===== config.mk =====
export PLATFORM = sky130hd
export DESIGN_NAME = length_prefixed_packet_deframer
export DESIGN_NICKNAME = d
export VERILOG_FILES = /design/src/hw/rtl/lppd_pkg.sv /design/src/hw/rtl/length_prefixed_packet_deframer.sv
export SDC_FILE = /design/constraint.sdc
export NUM_CORES = 1
export LEC_CHECK = 0
export ABC_AREA = 1
export BUFFER_PORTS_ARGS = -buffer_cell sky130_fd_sc_hd__buf_4
export CORE_MARGIN = 4
export CORE_UTILIZATION = 60
export DETAILED_ROUTE_END_ITERATION = 10
export PLACE_DENSITY = 0.88
export SLEW_MARGIN = 20
export SYNTH_ARGS = -nofsm -noshare
export SYNTH_HDL_FRONTEND = slang
export SYNTH_SLANG_ARGS = --single-unit

===== constraint.sdc =====
create_clock -name clk -period 28.9 [get_ports clk]
set_input_delay 4.335 -clock clk [delete_from_list [all_inputs] [get_ports clk]]
set_output_delay 4.335 -clock clk [all_outputs]
set_load 0.005 [all_outputs]

===== src/hw/rtl/lppd_pkg.sv =====
package lppd_pkg;

    // Result kinds
    typedef logic [1:0] kind_t;
    localparam kind_t KIND_HEADER = 2'd0;
    localparam kind_t KIND_BODY   = 2'd1;
    localparam kind_t KIND_ERROR  = 2'd2;

    // Header layout
    localparam int unsigned HDR_PACKET_BYTES = 12;
    localparam int unsigned HDR_TOTAL_BYTES  = 20;
    localparam int unsigned FUNC_HDR_BYTES   = 8;
    localparam int unsigned POS_W            = 5;

    typedef logic [POS_W-1:0] pos_t;

    // Byte offsets of the last packet-header byte and the last byte of the 20-byte header
    localparam pos_t POS_LAST_PACKET = pos_t'(HDR_PACKET_BYTES - 1);
    localparam pos_t POS_LAST_HEADER = pos_t'(HDR_TOTAL_BYTES - 1);

    // One result transaction
    typedef struct packed {
        kind_t        kind;
        logic [31:0]  content_length;
        logic [31:0]  frame_length;
        logic [15:0]  command_id;
        logic [31:0]  reserved_word;
        logic [15:0]  function_id;
        logic [7:0]   serial_number;
        logic [31:0]  function_word;
        logic [31:0]  body_length;
        logic [7:0]   body_byte;
        logic         last;
    } res_t;

endpackage


===== src/hw/rtl/length_prefixed_packet_deframer.sv =====
// Channel  | Handshake            | Payload
// ---------+----------------------+-------------------------------------------
// input    | in_valid / in_stall  | stream_byte
// output   | out_valid / out_stall| kind, content_length, frame_length,
//          |                      | command_id, reserved_word, function_id,
//          |                      | serial_number, function_word, body_length,
//          |                      | body_byte, last
//
// One byte is taken every cycle while in_stall is low; its result, if any, is
// written to the output register. A second result register (skid) catches one
// result while the output is stalled; in_stall is that register's full flag.
// Reset is asynchronous and clears position, phase, body count and valids;
// the header byte store is not cleared and is always written before it is read.
module length_prefixed_packet_deframer
(
    input  logic                 clk,
    input  logic                 rst_n,

    input  logic                 in_valid,
    output logic                 in_stall,
    input  logic [7:0]           stream_byte,

    output logic                 out_valid,
    input  logic                 out_stall,
    output lppd_pkg::kind_t      kind,
    output logic [31:0]          content_length,
    output logic [31:0]          frame_length,
    output logic [15:0]          command_id,
    output logic [31:0]          reserved_word,
    output logic [15:0]          function_id,
    output logic [7:0]           serial_number,
    output logic [31:0]          function_word,
    output logic [31:0]          body_length,
    output logic [7:0]           body_byte,
    output logic                 last
);

    // State
    logic [7:0]           hdr_reg [lppd_pkg::HDR_TOTAL_BYTES];
    lppd_pkg::pos_t       pos_reg, pos_next;
    logic                 phase_reg, phase_next;
    logic [31:0]          body_rem_reg, body_rem_next;

    lppd_pkg::res_t       out_reg, skid_reg;
    logic                 out_valid_reg, skid_valid_reg;

    // Decode signals
    logic                 in_fire;
    logic                 out_fire;
    lppd_pkg::pos_t       pos_eff;
    logic [7:0]           hdr_view [lppd_pkg::HDR_TOTAL_BYTES];
    logic [31:0]          content;
    logic [31:0]          body_total;
    logic [31:0]          rem_dec;
    logic                 has_res;
    lppd_pkg::res_t       res;

    assign in_stall = skid_valid_reg;
    assign in_fire  = in_valid && !skid_valid_reg;
    assign out_fire = out_valid_reg && !out_stall;

    // Wrap guard on the byte position
    assign pos_eff = (pos_reg >= lppd_pkg::pos_t'(lppd_pkg::HDR_TOTAL_BYTES)) ?
                     '0 : pos_reg;

    // Header bytes with the incoming byte bypassed into its slot
    always_comb
    begin
        for (int i = 0; i < int'(lppd_pkg::HDR_TOTAL_BYTES); i++)
        begin
            if (!phase_reg && (pos_eff == lppd_pkg::pos_t'(i)))
                hdr_view[i] = stream_byte;
            else
                hdr_view[i] = hdr_reg[i];
        end
    end

    assign content    = {hdr_view[3], hdr_view[2], hdr_view[1], hdr_view[0]};
    assign body_total = content - 32'(lppd_pkg::FUNC_HDR_BYTES);
    assign rem_dec    = body_rem_reg - 32'd1;

    // Per-byte decode: next state and result
    always_comb
    begin
        pos_next       = pos_reg;
        phase_next     = phase_reg;
        body_rem_next  = body_rem_reg;
        has_res        = 1'b0;

        res.kind           = lppd_pkg::KIND_HEADER;
        res.content_length = content;
        res.frame_length   = content + 32'(lppd_pkg::HDR_PACKET_BYTES);
        res.command_id     = {hdr_view[5], hdr_view[4]};
        res.reserved_word  = {hdr_view[11], hdr_view[10], hdr_view[9], hdr_view[8]};
        res.function_id    = {hdr_view[13], hdr_view[12]};
        res.serial_number  = hdr_view[14];
        res.function_word  = {hdr_view[19], hdr_view[18], hdr_view[17], hdr_view[16]};
        res.body_length    = body_total;
        res.body_byte      = 8'd0;
        res.last           = 1'b0;

        if (phase_reg)
        begin
            // Body pass-through
            has_res       = 1'b1;
            body_rem_next = rem_dec;
            res.kind      = lppd_pkg::KIND_BODY;
            res.body_byte = stream_byte;
            if (rem_dec == 32'd0)
            begin
                res.last   = 1'b1;
                phase_next = 1'b0;
                pos_next   = '0;
            end
        end
        else if ((pos_eff == lppd_pkg::POS_LAST_PACKET) && (content[31:3] == 29'd0))
        begin
            // Content below eight: error, resync on next byte
            has_res           = 1'b1;
            res.kind          = lppd_pkg::KIND_ERROR;
            res.function_id   = '0;
            res.serial_number = '0;
            res.function_word = '0;
            res.body_length   = '0;
            res.last          = 1'b1;
            pos_next          = '0;
        end
        else if (pos_eff == lppd_pkg::POS_LAST_HEADER)
        begin
            // Full header collected
            has_res  = 1'b1;
            pos_next = '0;
            if (body_total == 32'd0)
            begin
                res.last = 1'b1;
            end
            else
            begin
                phase_next    = 1'b1;
                body_rem_next = body_total;
            end
        end
        else
        begin
            pos_next = pos_eff + lppd_pkg::pos_t'(1);
        end
    end

    // Header byte store
    always_ff @(posedge clk)
    begin
        if (in_fire && !phase_reg)
            hdr_reg[pos_eff] <= stream_byte;
    end

    // Control state
    always_ff @(posedge clk or negedge rst_n)
    begin
        if (!rst_n)
        begin
            pos_reg      <= '0;
            phase_reg    <= 1'b0;
            body_rem_reg <= '0;
        end
        else if (in_fire)
        begin
            pos_reg      <= pos_next;
            phase_reg    <= phase_next;
            body_rem_reg <= body_rem_next;
        end
    end

    // Output and skid valids
    always_ff @(posedge clk or negedge rst_n)
    begin
        if (!rst_n)
        begin
            out_valid_reg  <= 1'b0;
            skid_valid_reg <= 1'b0;
        end
        else if (skid_valid_reg)
        begin
            if (out_fire)
                skid_valid_reg <= 1'b0;
        end
        else if (!out_valid_reg || out_fire)
        begin
            out_valid_reg <= in_fire && has_res;
        end
        else if (in_fire && has_res)
        begin
            skid_valid_reg <= 1'b1;
        end
    end

    // Output and skid payloads
    always_ff @(posedge clk)
    begin
        if (skid_valid_reg)
        begin
            if (out_fire)
                out_reg <= skid_reg;
        end
        else if (!out_valid_reg || out_fire)
        begin
            if (in_fire && has_res)
                out_reg <= res;
        end
        else if (in_fire && has_res)
        begin
            skid_reg <= res;
        end
    end

    assign out_valid      = out_valid_reg;
    assign kind           = out_reg.kind;
    assign content_length = out_reg.content_length;
    assign frame_length   = out_reg.frame_length;
    assign command_id     = out_reg.command_id;
    assign reserved_word  = out_reg.reserved_word;
    assign function_id    = out_reg.function_id;
    assign serial_number  = out_reg.serial_number;
    assign function_word  = out_reg.function_word;
    assign body_length    = out_reg.body_length;
    assign body_byte      = out_reg.body_byte;
    assign last           = out_reg.last;

    // Assertions
    a_skid_needs_out: assert property (@(posedge clk) disable iff (!rst_n)
        skid_valid_reg |-> out_valid_reg)
        else $error("skid holds a result while output register is empty");

    a_body_pos_zero: assert property (@(posedge clk) disable iff (!rst_n)
        phase_reg |-> (pos_reg == '0))
        else $error("byte position not cleared during body");

    a_body_count: assert property (@(posedge clk) disable iff (!rst_n)
        phase_reg |-> (body_rem_reg != 32'd0))
        else $error("body phase with no bytes remaining");

    a_error_last: assert property (@(posedge clk) disable iff (!rst_n)
        (out_valid_reg && (out_reg.kind == lppd_pkg::KIND_ERROR)) |-> out_reg.last)
        else $error("error transaction without last");

endmodule


==> impl_metrics.xml, run 1 <==
<?xml version="1.0" encoding="UTF-8"?>
<metrics>
  <group name="synth">
    <metric name="syn_area_per_cell" unit="um2">10.2</metric>
    <metric name="synth.yosys.seq_area_share" unit="">0.665</metric>
    <metric name="synth.net_count" unit="">2622</metric>
    <metric name="synth.distinct_cells" unit="">40</metric>
    <metric name="synth_enable_flop_cells" unit="">554</metric>
    <metric name="asyncSetResetFlopFracSynth" unit="">0.0673</metric>
    <metric name="synth_top_flop_cell" unit="">sky130_fd_sc_hd__edfxtp_1</metric>
    <metric name="netlist_instances" unit="">2600</metric>
    <metric name="ys_ff_latch" unit="">594</metric>
    <metric name="synthesis.yosys.warnings" unit="">0</metric>
    <metric name="syn_area" unit="mm2">0.0265</metric>
  </group>
  <group name="min_path">
    <metric name="hold_path_cells" unit="">2</metric>
    <metric name="min-delay-path-class" unit="">register to register</metric>
  </group>
  <group name="placement">
    <metric name="placer_s_final_routability_congestion_estimate" unit="">0.922</metric>
    <metric name="dpl-instance-area" unit="mm2">0.0286</metric>
    <metric name="io_buffer_count" unit="">224</metric>
    <metric name="detail_placement_hpwl" unit="um">46600</metric>
    <metric name="post-place-ws" unit="ns">19.92</metric>
  </group>
  <group name="timing">
    <metric name="finalHoldViolations" unit="">0</metric>
    <metric name="timing.max_slew.rel_slack" unit="">0.283</metric>
    <metric name="achievable-frequency" unit="GHz">0.118</metric>
    <metric name="drv_slew" unit="">0</metric>
    <metric name="finalWorstSetupSlack" unit="ns">20.45</metric>
    <metric name="final.setup.tns" unit="ns">0</metric>
    <metric name="max_slew.worst_pin.slew" unit="ns">1.07</metric>
    <metric name="timing.final.crit_share" unit="">0.292</metric>
    <metric name="setup_repair_after_global_routing_missed_its_margin" unit="">no</metric>
    <metric name="setup_viol" unit="">0</metric>
    <metric name="period_minus_slack" unit="ns">8.45</metric>
    <metric name="final.setup_skew" unit="ns">0.0411</metric>
  </group>
  <group name="power">
    <metric name="power.density_cell_area" unit="mW/mm2">91.5</metric>
    <metric name="vdd.ir_drop.worst" unit="uV">66.5</metric>
    <metric name="leakage" unit="nW">12.8</metric>
    <metric name="total_power" unit="W">0.00279</metric>
  </group>
  <group name="cts">
    <metric name="cts_buffers" unit="">56</metric>
    <metric name="cts-root-buf" unit="">sky130_fd_sc_hd__clkbuf_16</metric>
    <metric name="clock_insertion_delay_worst_skew" unit="ns">0.63</metric>
    <metric name="clockBufferDepth" unit="">3</metric>
    <metric name="htreeDepth" unit="">2</metric>
    <metric name="ctsHoldBuffers" unit="">0</metric>
    <metric name="clk_transition_reported_paths" unit="ns">0.06</metric>
    <metric name="clock_net_sink_count" unit="">594</metric>
    <metric name="cts_resized" unit="">0</metric>
    <metric name="tritoncts" unit="">done</metric>
    <metric name="cts_post_setup_buffers_inserted" unit="">0</metric>
  </group>
  <group name="drt">
    <metric name="post_route_drc" unit="">0</metric>
    <metric name="met3_routed_wirelength" unit="um">7430</metric>
    <metric name="post_dr_wirelength_cell" unit="um">20.5</metric>
    <metric name="drt-total-wl" unit="um">70300</metric>
    <metric name="route.top_layer_used" unit="">met4</metric>
    <metric name="first_iter_violations" unit="">2707</metric>
    <metric name="drtPass1Iterations" unit="">6</metric>
    <metric name="route.detailed.vias_per_inst" unit="">5.73</metric>
    <metric name="met1Wirelength" unit="um">27400</metric>
    <metric name="via_count" unit="">19610</metric>
    <metric name="ant_nets" unit="">0</metric>
    <metric name="route.met2.wl" unit="um">33100</metric>
  </group>
  <group name="finish">
    <metric name="layout.nets" unit="">2810</metric>
    <metric name="flow.area_growth_from_synthesis" unit="%">14.8</metric>
    <metric name="filler_cell_count" unit="">2992</metric>
    <metric name="largest_reg_flops" unit="">209</metric>
    <metric name="drive_gt1_frac" unit="">0.134</metric>
    <metric name="antenna_diode_count" unit="">0</metric>
    <metric name="layout.core_utilization" unit="">0.702</metric>
    <metric name="fin_area" unit="mm2">0.0304</metric>
  </group>
  <group name="global_route">
    <metric name="maximum_number_of_pins_on_one_net_before_global_route_repair" unit="">316</metric>
    <metric name="grt_first_pass_wirelength" unit="um">108000</metric>
    <metric name="globalRoute.totalOverflow" unit="">0</metric>
    <metric name="grt_pass1_vias" unit="">18971</metric>
    <metric name="grt_antenna_before_repair" unit="">0</metric>
    <metric name="global_route.usage.total" unit="">0.293</metric>
  </group>
  <group name="floorplan">
    <metric name="die_w" unit="um">218</metric>
    <metric name="rows" unit="">76</metric>
    <metric name="boundaryPins" unit="">225</metric>
    <metric name="fp.dieArea" unit="mm2">0.0476</metric>
    <metric name="start_util" unit="">0.612</metric>
    <metric name="die_y" unit="um">218</metric>
    <metric name="placeableCoreArea" unit="mm2">0.0434</metric>
  </group>
  <group name="worst_setup_path">
    <metric name="setup.worst_path.start_class" unit="">input port</metric>
    <metric name="cp_data_arrival_time" unit="ns">8.69</metric>
    <metric name="worst_r2r_path_depth" unit="">22</metric>
    <metric name="crit_required" unit="ns">29.15</metric>
    <metric name="cp-end-kind" unit="">register</metric>
    <metric name="critPathMaxFanout" unit="">78</metric>
    <metric name="classification_of_the_worst_setup_path" unit="">input port to register</metric>
  </group>
  <group name="flow_run">
    <metric name="max_cap_viol_count" unit="">0</metric>
  </group>
  <group name="status">
    <metric name="outcome" unit="">finished, final reports clean</metric>
  </group>
</metrics>
where the power goes:
part           internal (W)  switching [W]
sequential          0.00120      0.0000795
clock              0.000405       0.000326
combinational      0.000268       0.000511
total               0.00187       0.000916
worst paths after layout:
| kind | from | endpoint | slack, ns |
|---|---|---|---|
| worst max-delay path | stream_byte[4] | command_id[6] | 20.45 |
| worst min-delay path | body_rem_reg[1] | body_rem_reg[1] | 0.50 |
| worst max register to register | pos_reg[3] | command_id[6] | 22.68 |
| worst min register to register | body_rem_reg[1] | body_rem_reg[1] | 0.50 |
| max in group asynchronous | rst_n | in_stall | 24.79 |
| min in group asynchronous | rst_n | in_stall | 3.71 |
synth_stat cells (5+ instances only):
cell type                    n  area, um2
sky130_fd_sc_hd__a21oi_1    10       50.1
sky130_fd_sc_hd__buf_1      17       63.8
sky130_fd_sc_hd__buf_2       9       45.0
sky130_fd_sc_hd__buf_4       6       45.0
sky130_fd_sc_hd__buf_6      11        124
sky130_fd_sc_hd__clkbuf_1   70        263
sky130_fd_sc_hd__dfrtp_1    40       1000
sky130_fd_sc_hd__edfxtp_1  554      16600
sky130_fd_sc_hd__ha_1       10        125
sky130_fd_sc_hd__inv_1     225        845
sky130_fd_sc_hd__nand2_1   938       3520
sky130_fd_sc_hd__nand2_2    11       68.8
sky130_fd_sc_hd__nand3_1    84        420
sky130_fd_sc_hd__nand4_1    55        344
sky130_fd_sc_hd__nor2_1    170        638
sky130_fd_sc_hd__nor2_2     12       75.1
sky130_fd_sc_hd__nor2_4      5       56.3
sky130_fd_sc_hd__nor3_1     21        105
sky130_fd_sc_hd__o21ai_0   262       1310
sky130_fd_sc_hd__xnor2_1     8       70.1
sky130_fd_sc_hd__xor2_1     46        403
cells by family (layout without fill, tap and decap cells):
kind of cell             count (synthesis)  in the layout  share of synthesized area
AO/OA/AOI/OAI                          287            287                     0.0558
XOR/XNOR                                54             54                     0.0178
adder cells (fa/ha/maj)                 10             10                    0.00472
buffers and inverters                  340            575                     0.0525
flip-flops                             594            594                      0.665
AND/OR/NAND/NOR                       1315           1315                      0.204
worst max-delay path, cell delays in order:
cell	delay, ns
sky130_fd_sc_hd__buf_4	0.22
sky130_fd_sc_hd__inv_1	0.63
sky130_fd_sc_hd__nand4_1	0.18
sky130_fd_sc_hd__nand2_1	0.29
sky130_fd_sc_hd__nand2_1	0.09
sky130_fd_sc_hd__nor2_1	0.20
sky130_fd_sc_hd__inv_1	0.09
sky130_fd_sc_hd__nor2_1	0.11
sky130_fd_sc_hd__nand4_1	0.22
sky130_fd_sc_hd__nand2_1	0.14
sky130_fd_sc_hd__inv_1	0.09
sky130_fd_sc_hd__nor2_1	0.15
sky130_fd_sc_hd__a21oi_1	0.12
sky130_fd_sc_hd__a21oi_4	0.38
sky130_fd_sc_hd__buf_4	0.50
sky130_fd_sc_hd__buf_4	0.81
per-stage QoR:
step	instances	hold WS [ns]
final	3420	0.495
after CTS	3418	0.488
after floorplan	2600	0.442
after global routing	3420	0.519
after detailed placement	3313	0.468
after global placement	3313	0.462
layout make-up:
cell class	instances	area, um2	share of cell area
Sequential cell	594	17600	0.579
Multi-Input combinational cell	1666	7520	0.247
Timing Repair Buffer	243	1880	0.0617
Clock buffer	61	1430	0.0470
Inverter	227	852	0.0280
Tap cell	585	732	0.0240
Clock inverter	44	393	0.0129
per-layer routing:
metal	track usage	up-vias
met5	0	-
met2	0.471	1179
li1	-	9022
met4	0.104	0
met1	0.408	9256
met3	0.0538	153
cell usage in the layout (no fill, tap or decap), types with 2 or more instances in the layout:
cell type                    count
sky130_fd_sc_hd__nand2_1       938
sky130_fd_sc_hd__edfxtp_1      554
sky130_fd_sc_hd__o21ai_0       262
sky130_fd_sc_hd__buf_4         240
sky130_fd_sc_hd__inv_1         225
sky130_fd_sc_hd__nor2_1        168
sky130_fd_sc_hd__nand3_1        84
sky130_fd_sc_hd__clkbuf_16      56
sky130_fd_sc_hd__nand4_1        55
sky130_fd_sc_hd__xor2_1         46
sky130_fd_sc_hd__dfrtp_1        39
sky130_fd_sc_hd__nor3_1         21
sky130_fd_sc_hd__clkinv_2       15
sky130_fd_sc_hd__clkinv_1       14
sky130_fd_sc_hd__nor2_2         13
sky130_fd_sc_hd__nand2_2        11
sky130_fd_sc_hd__ha_1           10
sky130_fd_sc_hd__a21oi_1         9
sky130_fd_sc_hd__xnor2_1         8
sky130_fd_sc_hd__nor2_4          6
sky130_fd_sc_hd__bufinv_16       5
sky130_fd_sc_hd__clkinvlp_4      5
sky130_fd_sc_hd__o21ai_1         4
sky130_fd_sc_hd__nor3b_1         4
sky130_fd_sc_hd__a31oi_1         4
sky130_fd_sc_hd__clkbuf_1        4
sky130_fd_sc_hd__o21ai_2         3
sky130_fd_sc_hd__or2_2           3
sky130_fd_sc_hd__inv_6           3
sky130_fd_sc_hd__nand3_4         2
sky130_fd_sc_hd__o21ai_4         2
sky130_fd_sc_hd__and2_1          2
sky130_fd_sc_hd__nand3b_1        2
sky130_fd_sc_hd__buf_16          2
(Power assumes the default switching activity.)
==> inputs of run 2 (changes only) <==
Settings changed: ABC_AREA 1 to 0.
Clock period 28.9 ns to 8.6 ns, I/O delays scaled along.
==> impl_metrics.xml, run 2 <==
<?xml version="1.0" encoding="UTF-8"?>
<metrics>
  <group name="status">
    <metric name="outcome" unit="">finished, final reports clean</metric>
  </group>
  <group name="drt">
    <metric name="via_count" unit="">16254</metric>
    <metric name="first_iter_violations" unit="">1629</metric>
    <metric name="route.detailed.vias_per_inst" unit="">6.09</metric>
    <metric name="drt-total-wl" unit="um">62200</metric>
    <metric name="drtPass1Iterations" unit="">5</metric>
    <metric name="ant_nets" unit="">0</metric>
    <metric name="post_dr_wirelength_cell" unit="um">23.3</metric>
    <metric name="post_route_drc" unit="">0</metric>
  </group>
  <group name="timing">
    <metric name="final.setup.tns" unit="ns">0</metric>
    <metric name="final.setup_skew" unit="ns">0.0278</metric>
    <metric name="timing.max_slew.rel_slack" unit="">0.261</metric>
    <metric name="max_slew.worst_pin.slew" unit="ns">1.10</metric>
    <metric name="setup_repair_after_global_routing_missed_its_margin" unit="">no</metric>
    <metric name="period_minus_slack" unit="ns">5.79</metric>
    <metric name="setup_viol" unit="">0</metric>
    <metric name="finalHoldViolations" unit="">0</metric>
    <metric name="achievable-frequency" unit="GHz">0.173</metric>
    <metric name="timing.final.crit_share" unit="">0.673</metric>
    <metric name="drv_slew" unit="">0</metric>
  </group>
  <group name="synth">
    <metric name="synth.distinct_cells" unit="">78</metric>
    <metric name="syn_area_per_cell" unit="um2">14.1</metric>
    <metric name="synth_top_flop_cell" unit="">sky130_fd_sc_hd__edfxtp_1</metric>
    <metric name="synth.top_cells.by_count" unit="">554 x sky130_fd_sc_hd__edfxtp_1, 184 x sky130_fd_sc_hd__nor2_1, 180 x sky130_fd_sc_hd__mux2_2, 154 x sky130_fd_sc_hd__nand2_1, 87 x sky130_fd_sc_hd__o31ai_1</metric>
    <metric name="ys_ff_latch" unit="">594</metric>
    <metric name="netlist_instances" unit="">1842</metric>
    <metric name="most_area_hungry_cell_type_in_the_yosys_netlist" unit="">sky130_fd_sc_hd__edfxtp_1</metric>
    <metric name="synth_enable_flop_cells" unit="">554</metric>
    <metric name="synth.net_count" unit="">1864</metric>
    <metric name="asyncSetResetFlopFracSynth" unit="">0.0673</metric>
    <metric name="synthTopCellsByArea" unit="">sky130_fd_sc_hd__edfxtp_1 64%, sky130_fd_sc_hd__mux2_2 7.8%, sky130_fd_sc_hd__dfrtp_1 3.8%, sky130_fd_sc_hd__mux2i_1 3.1%, sky130_fd_sc_hd__nor2_1 2.7%</metric>
    <metric name="synthesis.yosys.warnings" unit="">0</metric>
    <metric name="cell_with_the_most_instances_after_synthesis" unit="">sky130_fd_sc_hd__edfxtp_1</metric>
    <metric name="syn_area" unit="mm2">0.0260</metric>
    <metric name="synth.yosys.seq_area_share" unit="">0.678</metric>
    <metric name="synth_top_area_frac" unit="">0.640</metric>
  </group>
  <group name="cts">
    <metric name="clockBufferDepth" unit="">3</metric>
    <metric name="ctsHoldBuffers" unit="">0</metric>
    <metric name="cts_resized" unit="">0</metric>
    <metric name="htreeDepth" unit="">2</metric>
    <metric name="tritoncts" unit="">done</metric>
    <metric name="clk_transition_reported_paths" unit="ns">0.07</metric>
    <metric name="cts-root-buf" unit="">sky130_fd_sc_hd__clkbuf_16</metric>
    <metric name="cts_post_setup_buffers_inserted" unit="">0</metric>
    <metric name="clock_insertion_delay_worst_skew" unit="ns">0.61</metric>
    <metric name="clock_net_sink_count" unit="">594</metric>
    <metric name="cts_buffers" unit="">56</metric>
  </group>
  <group name="power">
    <metric name="vdd.ir_drop.worst" unit="uV">223</metric>
    <metric name="total_power" unit="W">0.00830</metric>
    <metric name="leakage" unit="nW">10.6</metric>
    <metric name="power.density_cell_area" unit="mW/mm2">277</metric>
  </group>
  <group name="global_route">
    <metric name="grt_first_pass_wirelength" unit="um">95500</metric>
    <metric name="grt_antenna_before_repair" unit="">0</metric>
    <metric name="maximum_number_of_pins_on_one_net_before_global_route_repair" unit="">121</metric>
    <metric name="global_route.usage.total" unit="">0.261</metric>
    <metric name="globalRoute.totalOverflow" unit="">0</metric>
    <metric name="grt_pass1_vias" unit="">16001</metric>
  </group>
  <group name="min_path">
    <metric name="hp-start" unit="">skid_reg[83]</metric>
    <metric name="hold_path_cells" unit="">2</metric>
    <metric name="min-delay-path-class" unit="">register to register</metric>
    <metric name="hold_end" unit="">function_id[2]</metric>
  </group>
  <group name="flow_run">
    <metric name="max_cap_viol_count" unit="">0</metric>
  </group>
  <group name="worst_setup_path">
    <metric name="crit_required" unit="ns">8.93</metric>
    <metric name="timing.reg2reg.setup_slack" unit="ns">2.81</metric>
    <metric name="critical_path.reg2reg.endpoint" unit="">serial_number[4]</metric>
    <metric name="classification_of_the_worst_setup_path" unit="">register to register</metric>
    <metric name="critPathMaxFanout" unit="">98</metric>
    <metric name="worst_r2r_path_depth" unit="">16</metric>
    <metric name="cp_data_arrival_time" unit="ns">6.12</metric>
    <metric name="cp-end-kind" unit="">register</metric>
    <metric name="setup.worst_path.start_class" unit="">register</metric>
    <metric name="critical_path.reg2reg.startpoint" unit="">pos_reg[4]</metric>
  </group>
  <group name="finish">
    <metric name="drive_gt1_frac" unit="">0.258</metric>
    <metric name="flow.area_growth_from_synthesis" unit="%">15.2</metric>
    <metric name="final_cell_mix" unit="">554 x sky130_fd_sc_hd__edfxtp_1, 240 x sky130_fd_sc_hd__buf_4, 183 x sky130_fd_sc_hd__nor2_1, 180 x sky130_fd_sc_hd__mux2_2, 154 x sky130_fd_sc_hd__nand2_1</metric>
    <metric name="antenna_diode_count" unit="">0</metric>
    <metric name="fin_area" unit="mm2">0.0299</metric>
    <metric name="layout.nets" unit="">2061</metric>
    <metric name="largest_reg_flops" unit="">209</metric>
    <metric name="most_frequent_standard_cell_in_the_layout_excluding_fill_and_tap_cells" unit="">sky130_fd_sc_hd__edfxtp_1</metric>
  </group>
  <group name="floorplan">
    <metric name="boundaryPins" unit="">225</metric>
    <metric name="rows" unit="">76</metric>
    <metric name="die_y" unit="um">216</metric>
    <metric name="fp.dieArea" unit="mm2">0.0467</metric>
    <metric name="die_w" unit="um">216</metric>
    <metric name="placeableCoreArea" unit="mm2">0.0430</metric>
    <metric name="start_util" unit="">0.605</metric>
  </group>
  <group name="placement">
    <metric name="io_buffer_count" unit="">224</metric>
    <metric name="dpl-instance-area" unit="mm2">0.0282</metric>
    <metric name="detail_placement_hpwl" unit="um">40300</metric>
    <metric name="placer_s_final_routability_congestion_estimate" unit="">0.934</metric>
  </group>
</metrics>
[run 2: cell type report]
| class | instances | area, um2 |
|---|---|---|
| clock buffers | 73 | 1490 |
| clock inverters | 29 | 278 |
| fillers | 2800 | 13000 |
| inverters | 39 | 149 |
| multi-input cells | 1106 | 7820 |
| flip-flops and latches | 594 | 17600 |
| well taps | 585 | 732 |
| repair buffers | 242 | 1840 |
[run 2: logic make-up after synthesis]
group                      synth area share
buffers and inverters                0.0221
DFF                                   0.678
AOI/OAI and AO/OA                    0.0599
muxes                                 0.111
and+or+nand+nor                      0.0981
xor gates and xnor gates             0.0262
adders and majority gates           0.00481
[run 2: metrics by stage]
step | setup WS, ns | std cells | hold slack, ns | util
CTS | 2.95 | 2668 | 0.521 | 0.696
finish | 2.81 | 2668 | 0.524 | 0.697
global route | 2.57 | 2668 | 0.539 | 0.697
floorplan | 1.48 | 1842 | 0.448 | -
detailed placement | 2.96 | 2566 | 0.504 | 0.655
global placement | 3.15 | 2566 | 0.502 | 0.655
[run 2: layer usage]
layer	share of wire	routed length [um]	GRT usage
met1	0.41	25500	0.370
met4	0.031	1940	0.0892
met5	0	0	0
met2	0.49	30200	0.420
met3	0.073	4570	0.0405
[run 2: critical path: stages, from the launching register on]
cell                       delay [ns]
sky130_fd_sc_hd__dfrtp_1         0.65
sky130_fd_sc_hd__o21ai_4         0.19
sky130_fd_sc_hd__nand2_1         0.18
sky130_fd_sc_hd__ha_1            0.21
sky130_fd_sc_hd__nor2b_1         0.60
sky130_fd_sc_hd__o21ai_4         0.31
sky130_fd_sc_hd__nand2_1         0.14
sky130_fd_sc_hd__nand2_1         0.31
sky130_fd_sc_hd__inv_1           0.21
sky130_fd_sc_hd__ha_1            0.17
sky130_fd_sc_hd__nand3_1         0.09
sky130_fd_sc_hd__nor2_1          0.12
sky130_fd_sc_hd__nand4_1         0.20
sky130_fd_sc_hd__nand2b_1        0.37
sky130_fd_sc_hd__inv_4           0.76
sky130_fd_sc_hd__buf_4           0.72
sky130_fd_sc_hd__o31ai_1         0.19
[run 2: worst max-delay path by stage]
stage,from,to,depth (start not counted)
5_1_grt,pos_reg[4],function_id[13],16
2_1_floorplan,stream_byte[4],body_byte[0],9
3_5_place_dp,stream_byte[6],function_id[4],10
4_1_cts,pos_reg[2],function_id[13],13
6_report,pos_reg[4],serial_number[4],16
3_3_place_gp,stream_byte[6],function_id[2],10
[run 2: where the power goes]
| group | internal (W) | leakage [nW] | switching (W) | total (W) |
|---|---|---|---|---|
| Sequential | 0.00376 | 5.58 | 0.000261 | 0.00402 |
| Combinational | 0.000830 | 4.19 | 0.00104 | 0.00187 |
| Clock | 0.00136 | 0.861 | 0.00104 | 0.00241 |
| Total | 0.00595 | 10.6 | 0.00235 | 0.00830 |
